--- src/flbt_pkg.sv ---
`default_nettype none
package flbt_pkg;

  localparam int TABLE_ENTRIES_DEF = 16;

  localparam int CMD_W   = 2;
  localparam int ADDR_W  = 32;
  localparam int TIME_W  = 32;
  localparam int DELAY_W = 16;
  localparam int SHIFT_W = 5;
  localparam int COUNT_W = 5;
  localparam int WIN_W   = DELAY_W + (1 << COUNT_W) - 1;

  localparam logic [COUNT_W-1:0] COUNT_MAX = '1;

  localparam logic [CMD_W-1:0] CMD_CHECK   = 2'd0;
  localparam logic [CMD_W-1:0] CMD_FAIL    = 2'd1;
  localparam logic [CMD_W-1:0] CMD_SUCCESS = 2'd2;

  localparam logic [DELAY_W-1:0] BASE_DELAY_RST = 16'd500;
  localparam logic [SHIFT_W-1:0] MAX_SHIFT_RST  = 5'd13;

  // register index taken from address bit 2
  localparam logic REG_BASE_DELAY = 1'b0;
  localparam logic REG_MAX_SHIFT  = 1'b1;

  typedef struct packed {
    logic [CMD_W-1:0]  cmd;
    logic [ADDR_W-1:0] ip_addr;
    logic [TIME_W-1:0] now_time;
  } item_t;

  typedef struct packed {
    logic entry_dropped;
    logic banned;
  } result_t;

  typedef struct packed {
    logic [DELAY_W-1:0] base_delay;
    logic [SHIFT_W-1:0] max_shift;
  } cfg_t;

endpackage
`default_nettype wire

--- src/flbt_cfg.sv ---
`default_nettype none
module flbt_cfg (
  input  wire logic        clk,
  input  wire logic        rst_n,
  input  wire logic        cfg_psel,
  input  wire logic        cfg_penable,
  input  wire logic        cfg_pwrite,
  input  wire logic [2:0]  cfg_paddr,
  input  wire logic [31:0] cfg_pwdata,
  output logic      [31:0] cfg_prdata,
  output logic             cfg_pready,
  output flbt_pkg::cfg_t   cfg
);

  logic [flbt_pkg::DELAY_W-1:0] base_delay_r;
  logic [flbt_pkg::SHIFT_W-1:0] max_shift_r;
  logic                         wr_en;

  assign cfg_pready = 1'b1;
  assign wr_en      = cfg_psel & cfg_penable & cfg_pwrite & cfg_pready;

  always_ff @(posedge clk) begin
    if (!rst_n) begin
      base_delay_r <= flbt_pkg::BASE_DELAY_RST;
      max_shift_r  <= flbt_pkg::MAX_SHIFT_RST;
    end else if (wr_en) begin
      unique case (cfg_paddr[2])
        flbt_pkg::REG_BASE_DELAY: base_delay_r <= cfg_pwdata[flbt_pkg::DELAY_W-1:0];
        flbt_pkg::REG_MAX_SHIFT:  max_shift_r  <= cfg_pwdata[flbt_pkg::SHIFT_W-1:0];
        default: ;
      endcase
    end
  end

  always_comb begin
    unique case (cfg_paddr[2])
      flbt_pkg::REG_BASE_DELAY: cfg_prdata = {{(32-flbt_pkg::DELAY_W){1'b0}}, base_delay_r};
      flbt_pkg::REG_MAX_SHIFT:  cfg_prdata = {{(32-flbt_pkg::SHIFT_W){1'b0}}, max_shift_r};
      default:                  cfg_prdata = '0;
    endcase
  end

  assign cfg.base_delay = base_delay_r;
  assign cfg.max_shift  = max_shift_r;

endmodule
`default_nettype wire

--- src/flbt_table.sv ---
`default_nettype none
module flbt_table #(
  parameter int TABLE_ENTRIES = flbt_pkg::TABLE_ENTRIES_DEF
) (
  input  wire logic             clk,
  input  wire logic             rst_n,
  input  wire logic             upd_en,
  input  wire flbt_pkg::item_t  item,
  input  wire flbt_pkg::cfg_t   cfg,
  output flbt_pkg::result_t     res
);

  logic [TABLE_ENTRIES-1:0]         valid_r;
  logic [flbt_pkg::ADDR_W-1:0]      addr_r [TABLE_ENTRIES];
  logic [flbt_pkg::COUNT_W-1:0]     cnt_r  [TABLE_ENTRIES];
  logic [flbt_pkg::TIME_W-1:0]      time_r [TABLE_ENTRIES];

  logic [TABLE_ENTRIES-1:0]         hit;
  logic [TABLE_ENTRIES-1:0]         free_sel;
  logic                             hit_any;
  logic                             free_any;
  logic [flbt_pkg::COUNT_W-1:0]     hit_cnt;
  logic [flbt_pkg::TIME_W-1:0]      hit_time;
  logic [flbt_pkg::COUNT_W-1:0]     sh;
  logic [flbt_pkg::TIME_W-1:0]      elapsed;
  logic [flbt_pkg::WIN_W-1:0]       window;
  logic                             is_fail;
  logic                             is_succ;

  assign is_fail = (item.cmd == flbt_pkg::CMD_FAIL);
  assign is_succ = (item.cmd == flbt_pkg::CMD_SUCCESS);

  // associative match, addresses are unique so hit is at most one-hot
  always_comb begin
    for (int i = 0; i < TABLE_ENTRIES; i++) begin
      hit[i] = valid_r[i] && (addr_r[i] == item.ip_addr);
    end
  end

  // lowest free slot
  always_comb begin
    logic seen;
    seen = 1'b0;
    for (int i = 0; i < TABLE_ENTRIES; i++) begin
      free_sel[i] = !valid_r[i] && !seen;
      seen        = seen | !valid_r[i];
    end
  end

  assign hit_any  = |hit;
  assign free_any = |free_sel;

  always_comb begin
    hit_cnt  = '0;
    hit_time = '0;
    for (int i = 0; i < TABLE_ENTRIES; i++) begin
      hit_cnt  = hit_cnt  | (cnt_r[i]  & {flbt_pkg::COUNT_W{hit[i]}});
      hit_time = hit_time | (time_r[i] & {flbt_pkg::TIME_W{hit[i]}});
    end
  end

  assign sh      = (hit_cnt > cfg.max_shift) ? cfg.max_shift : hit_cnt;
  assign elapsed = item.now_time - hit_time;
  assign window  = {{(flbt_pkg::WIN_W-flbt_pkg::DELAY_W){1'b0}}, cfg.base_delay} << sh;

  always_comb begin
    res.banned        = (item.cmd == flbt_pkg::CMD_CHECK) && hit_any &&
                        ({{(flbt_pkg::WIN_W-flbt_pkg::TIME_W){1'b0}}, elapsed} < window);
    res.entry_dropped = is_fail && !hit_any && !free_any;
  end

  always_ff @(posedge clk) begin
    if (!rst_n) begin
      valid_r <= '0;
    end else if (upd_en) begin
      for (int i = 0; i < TABLE_ENTRIES; i++) begin
        if (is_fail && !hit_any && free_sel[i]) begin
          valid_r[i] <= 1'b1;
        end else if (is_succ && hit[i]) begin
          valid_r[i] <= 1'b0;
        end
      end
    end
  end

  always_ff @(posedge clk) begin
    if (upd_en && is_fail) begin
      for (int i = 0; i < TABLE_ENTRIES; i++) begin
        if (hit[i]) begin
          if (cnt_r[i] != flbt_pkg::COUNT_MAX) begin
            cnt_r[i] <= cnt_r[i] + {{(flbt_pkg::COUNT_W-1){1'b0}}, 1'b1};
          end
          time_r[i] <= item.now_time;
        end else if (!hit_any && free_sel[i]) begin
          addr_r[i] <= item.ip_addr;
          cnt_r[i]  <= '0;
          time_r[i] <= item.now_time;
        end
      end
    end
  end

endmodule
`default_nettype wire

--- src/failed_login_backoff_table.sv ---
// an accepted input word is registered in item_r, and its result word in res_r
// throughput: one word per cycle while out_tready is not held low, the table lookup and update finish in one pass
// a lookup sees every update of the word before it, written at the same edge as its result
// reset: synchronous, active low; clears all table valid bits at once (no sweep)
// and loads base_delay 500 and max_shift 13
`default_nettype none
module failed_login_backoff_table #(
  parameter int TABLE_ENTRIES = flbt_pkg::TABLE_ENTRIES_DEF
) (
  input  wire logic        clk,
  input  wire logic        rst_n,
  input  wire logic        in_tvalid,
  output logic             in_tready,
  input  wire logic [63:0] in_tdata,   // ip_addr [31:0], now_time [63:32]
  input  wire logic [1:0]  in_tuser,   // cmd [1:0]
  output logic             out_tvalid,
  input  wire logic        out_tready,
  output logic      [7:0]  out_tdata,  // banned [0], entry_dropped [1], zero [7:2]
  input  wire logic        cfg_psel,
  input  wire logic        cfg_penable,
  input  wire logic        cfg_pwrite,
  input  wire logic [2:0]  cfg_paddr,
  input  wire logic [31:0] cfg_pwdata,
  output logic      [31:0] cfg_prdata,
  output logic             cfg_pready
);

  flbt_pkg::cfg_t    cfg;
  flbt_pkg::item_t   item_r;
  flbt_pkg::result_t res;
  flbt_pkg::result_t res_r;
  logic              item_vld_r;
  logic              out_vld_r;
  logic              advance;

  flbt_cfg u_cfg (
    .clk         (clk),
    .rst_n       (rst_n),
    .cfg_psel    (cfg_psel),
    .cfg_penable (cfg_penable),
    .cfg_pwrite  (cfg_pwrite),
    .cfg_paddr   (cfg_paddr),
    .cfg_pwdata  (cfg_pwdata),
    .cfg_prdata  (cfg_prdata),
    .cfg_pready  (cfg_pready),
    .cfg         (cfg)
  );

  // word moves to the result register when that register is free or being drained
  assign advance   = item_vld_r && (!out_vld_r || out_tready);
  assign in_tready = !item_vld_r || advance;

  flbt_table #(
    .TABLE_ENTRIES (TABLE_ENTRIES)
  ) u_table (
    .clk    (clk),
    .rst_n  (rst_n),
    .upd_en (advance),
    .item   (item_r),
    .cfg    (cfg),
    .res    (res)
  );

  always_ff @(posedge clk) begin
    if (!rst_n) begin
      item_vld_r <= 1'b0;
      out_vld_r  <= 1'b0;
    end else begin
      if (in_tready) begin
        item_vld_r <= in_tvalid;
      end
      if (advance) begin
        out_vld_r <= 1'b1;
      end else if (out_tready) begin
        out_vld_r <= 1'b0;
      end
    end
  end

  always_ff @(posedge clk) begin
    if (in_tvalid && in_tready) begin
      item_r.cmd      <= in_tuser;
      item_r.ip_addr  <= in_tdata[31:0];
      item_r.now_time <= in_tdata[63:32];
    end
    if (advance) begin
      res_r <= res;
    end
  end

  assign out_tvalid = out_vld_r;
  assign out_tdata  = {6'b0, res_r.entry_dropped, res_r.banned};

endmodule
`default_nettype wire
--- config.mk ---
export PLATFORM = sky130hd
export DESIGN_NAME = failed_login_backoff_table
export DESIGN_NICKNAME = d
export VERILOG_FILES = /design/src/flbt_pkg.sv /design/src/flbt_cfg.sv /design/src/flbt_table.sv /design/src/failed_login_backoff_table.sv
export SDC_FILE = /design/constraint.sdc
export NUM_CORES = 2
export LEC_CHECK = 0
export BUFFER_PORTS_ARGS = -buffer_cell sky130_fd_sc_hd__buf_2
export CORE_MARGIN = 2
export CORE_UTILIZATION = 55
export CTS_BUF_LIST = sky130_fd_sc_hd__clkbuf_16
export DETAILED_ROUTE_END_ITERATION = 12
export PLACE_DENSITY = 0.81
export SLEW_MARGIN = 20
export SYNTH_ARGS = -nofsm -noshare
export SYNTH_HDL_FRONTEND = slang
export SYNTH_HIERARCHICAL = 1
export SYNTH_SLANG_ARGS = --single-unit
export TNS_END_PERCENT = 20
--- constraint.sdc ---
create_clock -name clk -period 20.9 [get_ports clk]
set_input_delay 2.09 -clock clk [delete_from_list [all_inputs] [get_ports clk]]
set_output_delay 2.09 -clock clk [all_outputs]
set_load 0.1 [all_outputs]
# --- After elaboration in Yosys (flattened, before gate mapping) ---
# Memories as Yosys holds them, arrays and structs flattened.
# Index checks and enable logic that the tools add are counted.
# Widths: inputs -> output; s select.
word_totals:
  n_memories: 3
  wordCells: 657
  in_bits: 108
  rom_bits: 0
  out_inout_bits: 43
  latchBits: 0
  ramBits: 1104
  reg_bits: 107
classes:
  n_lt_le_gt_ge: 2
  bitwise_logic: 111
  n_shift: 1
  n_mux: 289
  div: 0
  add_sub_neg: 17
  eq_ne: 34
  multipliers: 0
  reduce_logical: 175
mem_list:
  columns: ["name", "depth", "word_bits", "rd", "rd_ports_with_merged_regs", "write_ports", "line_no", "text"]
  rows:
  - ["u_table.addr_r", 16, 32, 16, 0, 1, "flbt_table.sv:14", "logic [flbt_pkg::ADDR_W-1:0] addr_r [TABLE_ENTRIES];"]
  - ["u_table.time_r", 16, 32, 16, 0, 16, "flbt_table.sv:16", "logic [flbt_pkg::TIME_W-1:0] time_r [TABLE_ENTRIES];"]
  - ["u_table.cnt_r", 16, 5, 16, 0, 16, "flbt_table.sv:15", "logic [flbt_pkg::COUNT_W-1:0] cnt_r [TABLE_ENTRIES];"]
op_table:
  columns: ["cell", "n"]
  rows:
  - ["$mux 32", 31]
  - ["$and 32x32->32", 16]
  - ["$eq 32x32->1", 16]
  - ["$or 32x32->32", 15]
  - ["$reduce_or 32->1", 15]
  - ["$mux 1", 225]
  - ["$logic_and 1x1->1", 86]
  - ["$mux 5", 17]
  - ["$add 5x1->5 const B", 16]
  - ["$and 5x5->5", 16]
  - ["$ne 5x5->1 const B", 16]
  - ["$or 5x5->5", 15]
  - ["$pmux 32 s2", 1]
  - ["$mux 4", 15]
  - ["$lt 32x47->1", 1]
  - ["$shl 16x5->47", 1]
  - ["$or 1x1->1", 46]
  - ["$reduce_and 2->1", 18]
  - ["$logic_not 1->1", 34]
  - ["$reduce_bool 2->1", 17]
  - ["$reduce_or 16->1", 2]
  - ["$sub 32x32->32", 1]
  - ["$gt 5x5->1", 1]
  - ["$and 1x1->1", 2]
  - ["5 further kinds", 6]

# --- Logic depth before layout (Yosys ltp) ---
# An unclocked memory read counts as a cell.
logic_depth:
  word_depth: 26
  mapped_depth: 41
  ltp_nobuf: 35

# --- Hierarchy ---
# Netlist, hierarchy kept.
modules_own_cells:
  columns: ["module", "cells_per_inst", "n_inst", "area_each_um2", "seq_area_each_um2"]
  rows:
  - ["flbt_table", 3423, 1, 50140.6, 33422.1]
  - ["failed_login_backoff_table", 84, 1, 2194.6, 2082.0]
  - ["flbt_cfg", 129, 1, 1177.4, 420.4]

# --- Worst setup path after synthesis ---
# Ideal clock, no wire load.
synth_path:
  kind: "flip-flop to flip-flop"
  from: "register item_r[59] (netlist name)"
  to: "register res_r, in the netlist out_tdata[0] (data pin)"
  path_stages_with_launch: 41
  arrival_ps: 7077
  path_buffers: 7
  slack_ps: 13633
  required_time_ps: 20710
  period_less_slack_ps: 7267
  setup_time_ps: 190
  path_cell_list: "edfxtp_1 buf_6 buf_6 xnor2_1 nand4_1 nor4_1 and3_4 buf_2 buf_1 buf_1 a221oi_1 nand4_1 ha_1 nor2b_1 o21a_1 o21a_1 o21a_1 o22ai_2 (+5 left out) mux2i_1 mux2i_1 a21oi_1 a22oi_1 ha_1 a21oi_1 nor2b_1 o21ai_0 nand2b_1 a21oi_1 nor2b_1 o21ai_0 nand2b_1 a21oi_1 nor3_1 a211oi_1 a21oi_1 a2111oi_2"
synth_rtl:
  columns: ["item", "line_no", "text"]
  rows:
  - ["start: declaration", "failed_login_backoff_table.sv:29", "flbt_pkg::item_t item_r;"]
  - ["end signal: assignment", "failed_login_backoff_table.sv:87", "res_r <= res;"]
  - ["end: declaration", "failed_login_backoff_table.sv:31", "flbt_pkg::result_t res_r;"]

==> flow_summary_export.csv <==
group,metric,value,unit
run_status,status,"finished, final reports clean",
placement,portBuffers,109,
clock_tree,clock-sinks,1211,
min_path,hold_path_class,"reg2reg",
detailed_routing,drtPass1Iterations,6,
worst_setup_path,r2r_start,"item_r[50]$_DFFE_PP_",
min_path,hold_depth,2,
synthesis,ys_seq_elements,1211,
detailed_routing,vias,33700,
floorplanning,rows,114,
timing,relSlewSlack,0.295,
final_layout,drive_above_1_share,0.118,
timing,tightest_slew,1.06,ns
timing,layout_worst_path_cycle_share,0.456,
clock_tree,cts_tree,"yes",
grt,grt_pass1_wl,208000,µm
detailed_routing,antenna_left,0,
worst_setup_path,path_delay_family,"compound AO/OA/AOI/OAI gates",
floorplanning,initial_utilization,0.554,
timing,setup_viol,0,
detailed_routing,routed_wl,142000,µm
power_and_ir_drop,power,5.04,mW
synthesis,yosys_warnings,6,
timing,clock_skew,0.0522,ns
timing,layout_min_cycle_time,9.52,ns
grt,first_global_vias,32700,
floorplanning,die_h,316,µm
detailed_routing,drc,0,
synthesis,synthTopCellsByCount,"edfxtp_1 (1167), xnor2_1 (512), nand4_1 (236), nand3_1 (146), nor2_1 (138)",
worst_setup_path,critical_path.endpoint_type,"flop",
min_path,worstHoldStart,"u_cfg/base_delay_r[3]$_SDFFE_PN0P_",
worst_setup_path,r2r_slack,11.38,ns
power_and_ir_drop,peakVddDrop,0.0771,mV
placement,detailed_place_hpwl,79800,µm
worst_setup_path,worstPathRequired,21.36,ns
clock_tree,clkLatencyLatePin,0.72,ns
clock_tree,clockRootBuffer,"clkbuf_16",
synthesis,synth_top_area_cell,"edfxtp_1",
detailed_routing,wire_per_inst,27.5,µm
timing,drv_slew,0,
synthesis,postSynthAreaPerCell,14.7,µm²
job,drv_cap,0,
worst_setup_path,crit_fanout,33,
detailed_routing,first_iter_violations,4761,
clock_tree,cts_made_buffers,117,
floorplanning,die-area,99800,µm²
clock_tree,cts_hold_buf,0,
timing,timing.fmax,105,MHz
worst_setup_path,critPathMaxStageDelay,0.70,ns
clock_tree,post_cts_buffers,0,
synthesis,synth_edf_count,1167,
grt,track_usage,0.282,
worst_setup_path,arrival,9.98,ns
grt,grt-busiest-layer,"met2",
detailed_routing,viasPerCell,6.52,
synthesis,yosysMostFrequentCell,"edfxtp_1",
grt,grt_util_met3,0.0554,
worst_setup_path,critPathSlowestCell,"edfxtp_1",
synthesis,synth_top_flop_cell,"edfxtp_1",
clock_tree,cts.path.max_buffers,3,
clock_tree,htree_levels,3,
worst_setup_path,r2r_cells,32,
final_layout,syn2layout_area_growth,10.5,%
floorplanning,die_x,316,µm
synthesis,synth_area,53500,µm²
min_path,holdPathEnd,"u_cfg/base_delay_r[3]$_SDFFE_PN0P_",
synthesis,synth.top_cells.by_area,"edfxtp_1 (65%), xnor2_1 (8.4%), nand4_1 (2.8%)",
grt,use_met2,0.448,
worst_setup_path,path_class,"reg2reg",
synthesis,synth_top_area_frac,0.655,
grt,grt_max_degree,59,
timing,rsz0062_at_grt,"no",
synthesis,async_flop_share,0,
clock_tree,clkTransAtPathRegs,0.07,ns
timing,setup_tns,0,ns
worst_setup_path,r2r_end,"out_tdata[0]$_DFFE_PP_",
placement,place.gp.congestion,0.885,
final_layout,layout.nets,3997,
grt,grt_overflow,0,
power_and_ir_drop,powerDensity,85.3,nW/µm²
synthesis,yosysSeqAreaShare,0.671,
synthesis,synth_cell_types,87,
worst_setup_path,startpoint_type,"flop",
timing,hold_viol_final,0,
grt,antenna_found_initial,4,
worst_setup_path,critPathBufInv,3,
floorplanning,boundaryPins,151,
clock_tree,cts_resized,0,
floorplanning,coreArea,96600,µm²
grt,met1_usage,0.383,
synthesis,synth_cells,3636,
power_and_ir_drop,power.leakage,18.7,nW
[power by group]
group	internal [mW]	leakage (nW)	total, mW	switching (mW)
Clock	1.18	1.97	2.09	0.914
Sequential	2.67	10.8	2.69	0.0197
Combinational	0.0778	5.93	0.261	0.183
Total	3.93	18.7	5.04	1.12
[flip-flops by register name, summed over array words and instances (netlist names)]
signal,flops
u_table/addr_r,512
u_table/cnt_r,80
u_table/valid_r,16
u_cfg/base_delay_r,16
out_tvalid,1
item_vld_r,1
out_tdata,2
item_r,66
u_cfg/max_shift_r,5
u_table/time_r,512
[metal layers]
layer / wire, µm / share of wire / vias up
li1: - / - / 14300
met1: 52400 / 0.37 / 16500
met2: 65500 / 0.46 / 2408
met3: 17800 / 0.13 / 429
met4: 6250 / 0.044 / 4
met5: 27 / 0.00019 / -
[logic make-up (layout without fill, tap and decap cells)]
family,after synthesis,in the layout,share of synthesized area
buffers and inverters,226,459,0.0274
AO/OA/AOI/OAI,479,479,0.0695
XOR/XNOR,544,544,0.0892
multiplexers,81,81,0.0159
flip-flops,1211,1211,0.671
AND/OR/NAND/NOR,992,992,0.103
other,3,24,0.000210
adder cells (fa/ha/maj),100,100,0.0235
[how the worst max path moves through the flow]
stage | slack, ns | depth (start not counted) | to | start
2_1_floorplan | 13.63 | 40 | out_tdata[0]$_DFFE_PP_ | item_r[59]$_DFFE_PP_
3_3_place_gp | 11.92 | 32 | out_tdata[0]$_DFFE_PP_ | item_r[50]$_DFFE_PP_
3_5_place_dp | 11.83 | 35 | out_tdata[0]$_DFFE_PP_ | item_r[50]$_DFFE_PP_
4_1_cts | 11.71 | 32 | out_tdata[0]$_DFFE_PP_ | item_r[50]$_DFFE_PP_
5_1_grt | 11.05 | 35 | out_tdata[0]$_DFFE_PP_ | item_r[50]$_DFFE_PP_
6_report | 11.38 | 32 | out_tdata[0]$_DFFE_PP_ | item_r[50]$_DFFE_PP_
[cell usage in the layout (no fill, tap or decap), drive strengths merged, types with 46 or more instances in the layout]
master | Yosys | layout
a21oi | 55 | 55
clkinv | 0 | 51
nand2b | 82 | 82
and3 | 46 | 46
nor2 | 139 | 139
inv | 42 | 76
mux2i | 69 | 69
buf | 139 | 198
edfxtp | 1167 | 1167
nor3 | 47 | 47
nand3 | 147 | 147
a22oi | 133 | 133
a22o | 80 | 80
nand4 | 238 | 238
nand2 | 118 | 118
a221oi | 82 | 82
xnor2 | 513 | 513
ha | 99 | 99
clkbuf | 45 | 118
nor4 | 56 | 56
nor2b | 89 | 89
[metrics by stage]
stage	instance area, µm²	hold WS (ns)	setup slack, ns	util	instances
after floorplan	53600	0.455	13.63	-	3656
after CTS	59100	0.501	11.71	0.612	5165
after detailed placement	55300	0.491	11.83	0.572	4946
after global routing	59100	0.536	11.05	0.612	5166
after global placement	55300	0.483	11.92	0.572	4946
final	59100	0.499	11.38	0.612	5166
[tightest hold or removal path: cells and delay by family (launching register included)]
family,cells,cell delay (ns)
DFF,1,0.34
and+or+nand+nor,1,0.06
muxes,1,0.05
[area by class of cell]
type	instances	area (µm²)
sequential	1211	35900
inverter	42	158
clock buffer	118	2950
antenna	1	2.50
fill	6750	37500
multi-input combinational	2219	16400
tap	1276	1600
clock inverter	101	873
timing repair buffer	198	1210
Power figures use the tool's default switching activity.
